`src/hw/rtl/cc20_pkg.sv`:
```
// ----------------------------------------------------------------------------
// cc20_pkg
// Shared types, constants and helpers for the four-block chacha20 keystream
// generator.
// ----------------------------------------------------------------------------
package cc20_pkg;

  localparam int BLOCKS_PER_ITEM = 4;
  localparam int DOUBLE_ROUNDS   = 10;
  localparam int ROUNDS          = 2 * DOUBLE_ROUNDS;
  localparam int ROUND_W         = $clog2(ROUNDS);
  localparam int WORDS           = 16;
  localparam int WORD_W          = 4;
  localparam int BLK_W           = 2;
  localparam int LANES           = 4;
  localparam int STEPS           = 4;
  localparam int STEP_W          = 2;

  localparam int REG_W = 64;
  localparam int IDX_W = 4;

  // register indexes
  localparam logic [IDX_W-1:0] REG_SIGMA_LO = 4'd0;
  localparam logic [IDX_W-1:0] REG_SIGMA_HI = 4'd1;
  localparam logic [IDX_W-1:0] REG_KEY_A    = 4'd2;
  localparam logic [IDX_W-1:0] REG_KEY_B    = 4'd3;
  localparam logic [IDX_W-1:0] REG_KEY_C    = 4'd4;
  localparam logic [IDX_W-1:0] REG_KEY_D    = 4'd5;
  localparam logic [IDX_W-1:0] REG_NONCE_LO = 4'd6;
  localparam logic [IDX_W-1:0] REG_NONCE_HI = 4'd7;

  // quarter-round step codes and their rotations
  localparam logic [STEP_W-1:0] STEP_AD16 = 2'd0;
  localparam logic [STEP_W-1:0] STEP_CB12 = 2'd1;
  localparam logic [STEP_W-1:0] STEP_AD8  = 2'd2;
  localparam logic [STEP_W-1:0] STEP_CB7  = 2'd3;

  typedef logic [31:0] word_t;
  typedef word_t [WORDS-1:0] state_t;

  typedef struct packed {
    logic [63:0] sigma_lo;
    logic [63:0] sigma_hi;
    logic [63:0] key_a;
    logic [63:0] key_b;
    logic [63:0] key_c;
    logic [63:0] key_d;
    logic [63:0] nonce_lo;
    logic [31:0] nonce_hi;
  } cfg_t;

  function automatic state_t init_state(input cfg_t c, input word_t ctr);
    state_t s;
    s[0]  = c.sigma_lo[31:0];
    s[1]  = c.sigma_lo[63:32];
    s[2]  = c.sigma_hi[31:0];
    s[3]  = c.sigma_hi[63:32];
    s[4]  = c.key_a[31:0];
    s[5]  = c.key_a[63:32];
    s[6]  = c.key_b[31:0];
    s[7]  = c.key_b[63:32];
    s[8]  = c.key_c[31:0];
    s[9]  = c.key_c[63:32];
    s[10] = c.key_d[31:0];
    s[11] = c.key_d[63:32];
    s[12] = ctr;
    s[13] = c.nonce_lo[31:0];
    s[14] = c.nonce_lo[63:32];
    s[15] = c.nonce_hi;
    return s;
  endfunction

endpackage

```
`src/hw/rtl/cc20_arx.sv`:
```
// ----------------------------------------------------------------------------
// cc20_arx
// One add-xor-rotate step of a quarter round, shared over all four steps.
// ----------------------------------------------------------------------------
module cc20_arx (
  input  logic [cc20_pkg::STEP_W-1:0] step,
  input  cc20_pkg::word_t             x,
  input  cc20_pkg::word_t             y,
  input  cc20_pkg::word_t             z,
  output cc20_pkg::word_t             x_new,
  output cc20_pkg::word_t             z_new
);

  cc20_pkg::word_t sum;
  cc20_pkg::word_t mix;

  assign sum   = x + y;
  assign mix   = z ^ sum;
  assign x_new = sum;

  always_comb begin
    unique case (step)
      cc20_pkg::STEP_AD16: z_new = {mix[15:0], mix[31:16]};
      cc20_pkg::STEP_CB12: z_new = {mix[19:0], mix[31:20]};
      cc20_pkg::STEP_AD8:  z_new = {mix[23:0], mix[31:24]};
      cc20_pkg::STEP_CB7:  z_new = {mix[24:0], mix[31:25]};
      default:             z_new = mix;
    endcase
  end

endmodule

```
`config.mk`:
```
export PLATFORM = sky130hd
export DESIGN_NAME = cc20_arx
export DESIGN_NICKNAME = d
export VERILOG_FILES = /design/src/hw/rtl/cc20_pkg.sv /design/src/hw/rtl/cc20_arx.sv
export SDC_FILE = /design/constraint.sdc
export NUM_CORES = 1
export LEC_CHECK = 0
export BUFFER_PORTS_ARGS = -buffer_cell sky130_fd_sc_hd__buf_2
export CELL_PAD_IN_SITES_DETAIL_PLACEMENT = 1
export CELL_PAD_IN_SITES_GLOBAL_PLACEMENT = 2
export CORE_UTILIZATION = 27
export DETAILED_ROUTE_END_ITERATION = 6
export GPL_ROUTABILITY_DRIVEN = 0
export PLACE_DENSITY_LB_ADDON = 0.1
export SETUP_SLACK_MARGIN = 0.5
export SYNTH_ARGS = -nofsm -noshare
export SYNTH_HDL_FRONTEND = slang
export SYNTH_SLANG_ARGS = --single-unit
```
`constraint.sdc`:
```
create_clock -name vclk -period 6.6
set_input_delay 0.99 -clock vclk [all_inputs]
set_output_delay 0.99 -clock vclk [all_outputs]
set_load 0.01 [all_outputs]
```
==> results.cfg, run 1 <==
[floorplan]
rows = 39
dieArea_um2 = 12100
coreArea_um2 = 11400
dieWidth_um = 110
fp.dieH_um = 110
start_util = 0.277
ios = 162

[global_routing]
grt_pass1_wl_mm = 18.4
grt_max_degree = 47
grt_usage = 0.192
grt_pass1_vias = 3623
grt_overflow_total = 0
antenna_found_initial = 0

[timing]
fin_ws_ns = 1.52
max_freq_mhz = 197
hold_viol = 0
slew_headroom = 0.302
slew_violations = 0
rsz0062_at_grt = false
timing.final.crit_period_ns = 5.08
holdWs_ns = 2.32
tightest_slew_ns = 1.05
finalSetupViolCount = 0
timing.setup.tns_ns = 0
min_period_over_period = 0.769

[setup_path]
arrival_ns = 4.09
crit_path_end_kind = primary output
path_class = in -> out
start_kind = input port
worstPathRequired_ns = 5.61
cp_max_fo = 6

[layout]
drive_gt1_frac = 0.366
nClkBuffers = 0
ff_latch_area_um2 = 0
nFlopsAndLatches = 0
syn2layout_area_growth_pct = 28.3
fin_nets = 675
n_antenna_cell = 0
fillers = 1465
final_util = 0.355

[synth]
synth_top_area_cell = ha_1
syn_area_um2 = 3150
synth_fp_nets = 533
synth.most_common_cell = a21oi_1
synth_warnings = 0
synth_seq_area_share = 0
avgSynthCellArea_um2 = 7.81
netlist_instances = 403
yosys-top-cells-count = a21oi_1, nand2_1, nor2_1, ha_1, xnor2_1
synth_area_leaders = ha_1, xnor2_1, mux4_2
synth.distinct_cells = 62
synth_top_area_frac = 0.123

[min_path]
hold_path.class = in -> out

[detailed_routing]
drc = 0
vias_per_cell = 5.17
routed_wl_mm = 11.8
num_vias = 3550
wl_per_cell_um = 17.3
drtIter0Drc = 119
first_pass_iters = 4
antenna_left = 0

[clock_tree]
cts_setup_buffers = 0
cts_hold_buf = 0
cts_resized = 0

[placed_design]
port_buffers = 162
dpl.hpwl_mm = 10.2
dp_slack_ns = 1.50

[power_and_ir_drop]
power_density_nw_per_um2 = 156
p_leak_nw = 1.95
irDropWorstVdd_mv = 0.0484

[run_status]
status = finished, final reports clean

[flow_run]
maxCapViolCount = 0
## placed cells by master (no fill, tap or decap), types with 15 or more instances in the layout
cell and instances:
xnor2_1 29, buf_2 162, nor2_1 35, a21oi_1 40, xor2_1 25, inv_1 17
o21ai_0 15, nand2_1 36, ha_1 31
## area by class of cell
class              instances  area (um2)  area share
repair buffers           162         811       0.201
inverters                 18        67.6      0.0167
well taps                143         179      0.0443
multi-input cells        363        2980       0.738
## cell families (layout without fill, tap and decap cells)
group / after synthesis / in the layout / synth area share
adder cells (fa/ha/maj): 32 / 32 / 0.130
XOR/XNOR: 65 / 65 / 0.227
AO/OA/AOI/OAI: 145 / 145 / 0.352
AND/OR/NAND/NOR: 109 / 109 / 0.157
buffers and inverters: 40 / 180 / 0.0529
multiplexers: 12 / 12 / 0.0819
## per-stage QoR
stage | std cells | total power [mW] | instance area [um2]
after CTS | 686 | 0.641 | 4040
final | 686 | 0.632 | 4040
after global routing | 686 | 0.697 | 4040
after floorplan | 403 | 0.414 | 3150
after global placement | 686 | 0.636 | 4040
after detailed placement | 686 | 0.638 | 4040
## final timing paths
check,end,from,cells past startpoint,slack [ns]
max,z_new[3],y[0],14,1.52
min,x_new[0],x[0],3,2.32
## worst max-delay path, cell delays in order
cell	delay [ns]
buf_2	0.08
ha_1	0.19
inv_1	0.07
fa_1	0.40
nor2b_1	0.20
o211ai_2	0.15
a211oi_2	0.44
o2bb2ai_2	0.22
nor2_4	0.10
o211ai_1	0.26
a21oi_2	0.11
xnor3_1	0.25
mux4_2	0.48
buf_2	0.15
## layer usage
layer / GRT usage / wire, um / up-vias
met2: 0.343 / 5630 / 100
met3: 0.0218 / 640 / 6
li1: - / - / 1779
met4: 0.00857 / 55 / 0
met5: 0 / 0 / -
met1: 0.258 / 5520 / 1665
## report_power, final
group	total (mW)	internal (mW)	leakage [nW]	switching (mW)
clock	0	0	0	0
combinational	0.632	0.272	1.95	0.360
sequential	0	0	0	0
total	0.632	0.272	1.95	0.360
Power figures use the tool's default switching activity.
==> inputs of run 2 (changes only) <==
- CORE_UTILIZATION: 27 -> 25
- clock period: 6.6 -> 4.8 ns (I/O delays scaled with it)
==> results.cfg, run 2 (same netlist as run 1, synthesis figures left out) <==
[run_status]
status = finished, final reports clean

[detailed_routing]
drc = 0
vias_per_cell = 5.05
num_vias = 3689
drtIter0Drc = 191
first_pass_iters = 4
routed_wl_mm = 12.6
wl_per_cell_um = 17.3
antenna_left = 0

[layout]
ff_latch_area_um2 = 0
drive_gt1_frac = 0.440
final_common_cell = buf_2
mostFrequentLayoutCells = buf_2, nor2_1, nand2_1, a21oi_1, xnor2_1
fin_nets = 695
nClkBuffers = 0
nFlopsAndLatches = 0
syn2layout_area_growth_pct = 41.7
n_antenna_cell = 0

[timing]
hold_viol = 0
finalSetupViolCount = 0
timing.setup.tns_ns = 0
timing.final.crit_period_ns = 4.22
min_period_over_period = 0.879
slew_headroom = 0.320
slew_violations = 0
max_freq_mhz = 237
tightest_slew_ns = 1.02
holdWs_ns = 1.78
rsz0062_at_grt = true

[global_routing]
grt_pass1_wl_mm = 19.5
grt_usage = 0.185
busiest_layer = met2
antenna_found_initial = 0
use_met1 = 0.240
use_met3 = 0.0259
grt_max_degree = 46
grt_pass1_vias = 3861
grtUsageMet2 = 0.337
grt_overflow_total = 0

[floorplan]
fp.dieH_um = 114
dieWidth_um = 114
start_util = 0.259
ios = 162
coreArea_um2 = 12200
dieArea_um2 = 13000
rows = 40

[power_and_ir_drop]
pwr-share-clk = 0
irDropWorstVdd_mv = 0.0755
switchingPower_mw = 0.531
p_leak_nw = 2.07
share_comb_of_total_power = 1.000
swShare = 0.557
seqPwrFrac = 0
power.internal_mw = 0.422
power_density_nw_per_um2 = 214

[setup_path]
arrival_ns = 3.50
start_kind = input port
crit_path_top_delay_cell = mux4_2
path_common_cell = buf_6
crit_path_end_kind = primary output
path_class = in -> out
cp_cell_sequence = buf_2, ha_4, inv_1, fa_2, nor2b_4, o211ai_4, a211oi_4, buf_6, o2bb2ai_4, nor2_4, o211ai_1, a21oi_2, xnor3_2, mux4_2, buf_6
slowest_delay_ns = 0.51
cp_max_fo = 4
worstPathRequired_ns = 4.08

[clock_tree]
cts_hold_buf = 0

[min_path]
hold_path.class = in -> out

[placed_design]
port_buffers = 162
dpl.hpwl_mm = 10.6

[flow_run]
maxCapViolCount = 0
run 2: cell count changes in the layout (fill, tap and decap cells not counted), sizes merged:
cell	change
buf	+20
run 2: worst paths after layout:
check | startpoint | to | slack (ns) | cells after the start
min | y[0] | x_new[0] | 1.78 | 3
max | x[0] | z_new[3] | 0.58 | 15
run 2: critical path, delay by kind of cell:
kind,cells,cell delay (ns)
compound gates,5,0.83
simple gates,2,0.21
mux,1,0.51
fa+ha+maj,2,0.50
xor+xnor,1,0.29
buf+inv,4,0.44
run 2: final cells by class:
cell class,count,area [um2]
tap,168,210
inverter,18,67.6
fill,1526,7700
multi-input combinational,363,3210
timing repair buffer,182,977
run 2: per-layer routing:
layer,routed length [um],vias up
li1,-,1819
met1,5630,1749
met2,6160,113
met3,728,8
met4,99,0
met5,0,-
run 2: through the flow:
stage / cells / cell area (um2) / util / power (mW) / setup slack, ns
detailed placement: 714 / 4090 / 0.337 / 0.891 / 0.191
global route: 731 / 4460 / 0.367 / 1.03 / 0.468
finish: 731 / 4460 / 0.367 / 0.953 / 0.580
global placement: 714 / 4090 / 0.337 / 0.884 / 0.293
CTS: 723 / 4250 / 0.350 / 0.928 / 0.479
floorplan: 403 / 3150 / - / 0.569 / 0.844
run 2: what timing repair did:
action	4_1_cts	5_1_grt
resized for setup	18	30
cloned	0	0
endpoints found under the setup margin	23	22
pin swaps	12	16
setup buffers	9	8
run 2: power by group through the flow:
stage / Clock (mW) / Sequential, mW / Combinational, mW
after floorplan: 0 / 0 / 0.569
after global placement: 0 / 0 / 0.884
after detailed placement: 0 / 0 / 0.891
after CTS: 0 / 0 / 0.928
after global routing: 0 / 0 / 1.03
final: 0 / 0 / 0.953
==> inputs of run 3 (changes only) <==
--- a/config.mk
+++ b/config.mk
@@ -13,3 +13,3 @@
 export GPL_ROUTABILITY_DRIVEN = 0
-export PLACE_DENSITY_LB_ADDON = 0.1
+export PLACE_DENSITY = 0.86
 export SETUP_SLACK_MARGIN = 0.5
==> constraint.sdc (replaced) <==
create_clock -name vclk -period 4.8
set_input_delay 0 -clock vclk [all_inputs]
set_output_delay 0 -clock vclk [all_outputs]
set_load 0.01 [all_outputs]
==> results.cfg, run 3 (same netlist as run 1, synthesis figures left out) <==
[global_routing]
grt_max_degree = 47
grt_overflow_total = 0
grt_pass1_wl_mm = 19.0
grt_pass1_vias = 3696
grt_usage = 0.181
antenna_found_initial = 0

[layout]
fin_nets = 675
drive_gt1_frac = 0.366
syn2layout_area_growth_pct = 29.3
mostFrequentLayoutCells = buf_2, a21oi_1, nand2_1
n_antenna_cell = 0
design_area_um2 = 4070
nClkBuffers = 0
nFlopsAndLatches = 0
final_common_cell = buf_2
ff_latch_area_um2 = 0

[floorplan]
start_util = 0.259
dieArea_um2 = 13000
rows = 40
dieWidth_um = 114
coreArea_um2 = 12200
ios = 162
fp.dieH_um = 114

[power_and_ir_drop]
seqPwrFrac = 0
share_comb_of_total_power = 1.000
power.internal_mw = 0.374
power_density_nw_per_um2 = 217
pwr-share-clk = 0
irDropWorstVdd_mv = 0.0756
swShare = 0.576
switchingPower_mw = 0.508
p_leak_nw = 1.95

[clock_tree]
cts_resized = 0
cts_hold_buf = 0
cts_setup_buffers = 0

[timing]
rsz0062_at_grt = false
slew_violations = 0
timing.final.crit_period_ns = 3.14
slew_headroom = 0.299
hold_viol = 0
tightest_slew_ns = 1.05
min_period_over_period = 0.653
timing.setup.tns_ns = 0
finalSetupViolCount = 0
max_freq_mhz = 319

[setup_path]
start_kind = input port
crit_path_end_kind = primary output
crit_start = y[0]
cp_max_fo = 5
arrival_ns = 3.14
worstPathRequired_ns = 4.80
path_class = in -> out

[min_path]
min_from = x[0]
hold_path.class = in -> out

[detailed_routing]
drtIter0Drc = 220
routed_wl_mm = 12.3
num_vias = 3631
drc = 0
wl_per_cell_um = 17.2
first_pass_iters = 4
antenna_left = 0
vias_per_cell = 5.11

[run_status]
status = finished, final reports clean

[placed_design]
dpl.hpwl_mm = 10.7
place_area_um2 = 4070
port_buffers = 162

[flow_run]
maxCapViolCount = 0
==> run 3: routing by layer <==
metal	part of all wire	wire length [um]	GRT usage	vias to the layer above
li1	-	-	-	1783
met1	0.44	5450	0.226	1734
met2	0.49	5970	0.342	110
met3	0.062	755	0.0238	4
met4	0.0070	86	0.0113	0
met5	0	0	0	-
==> run 3: worst paths after layout <==
check             cells past startpoint        end  slack (ns)
setup / recovery                     13  z_new[26]        1.66
hold / removal                        3   x_new[0]        0.35
==> run 3: power by group through the flow <==
stage               Sequential [mW]  Clock (mW)  Combinational, mW
floorplan                         0           0              0.569
global placement                  0           0              0.872
detailed placement                0           0              0.884
CTS                               0           0              0.889
global route                      0           0              0.959
finish                            0           0              0.882
==> run 3: final cells by class <==
| cell class | instances | area, um2 |
|---|---|---|
| timing repair buffer | 162 | 811 |
| inverter | 18 | 67.6 |
| tap | 168 | 210 |
| fill | 1539 | 8090 |
| multi-input combinational | 363 | 2980 |
==> run 3: critical path, stage by stage <==
cell and delay (ns):
buf_2 0.08, ha_1 0.20, inv_1 0.07, fa_1 0.40, nor2b_1 0.20, o211ai_2 0.15
a211oi_2 0.44, o21ai_0 0.25, xnor2_1 0.28, xor2_1 0.44, mux2i_1 0.14, a22oi_1 0.29
buf_2 0.18
==> run 3: stage by stage <==
| step | hold WS, ns | cells | power [mW] | setup WS, ns | util |
|---|---|---|---|---|---|
| floorplan | 0.167 | 403 | 0.569 | 2.28 | - |
| global route | 0.362 | 711 | 0.959 | 1.44 | 0.335 |
| global placement | 0.343 | 711 | 0.872 | 1.77 | 0.335 |
| finish | 0.352 | 711 | 0.882 | 1.66 | 0.335 |
| CTS | 0.354 | 711 | 0.889 | 1.68 | 0.335 |
| detailed placement | 0.352 | 711 | 0.884 | 1.70 | 0.335 |
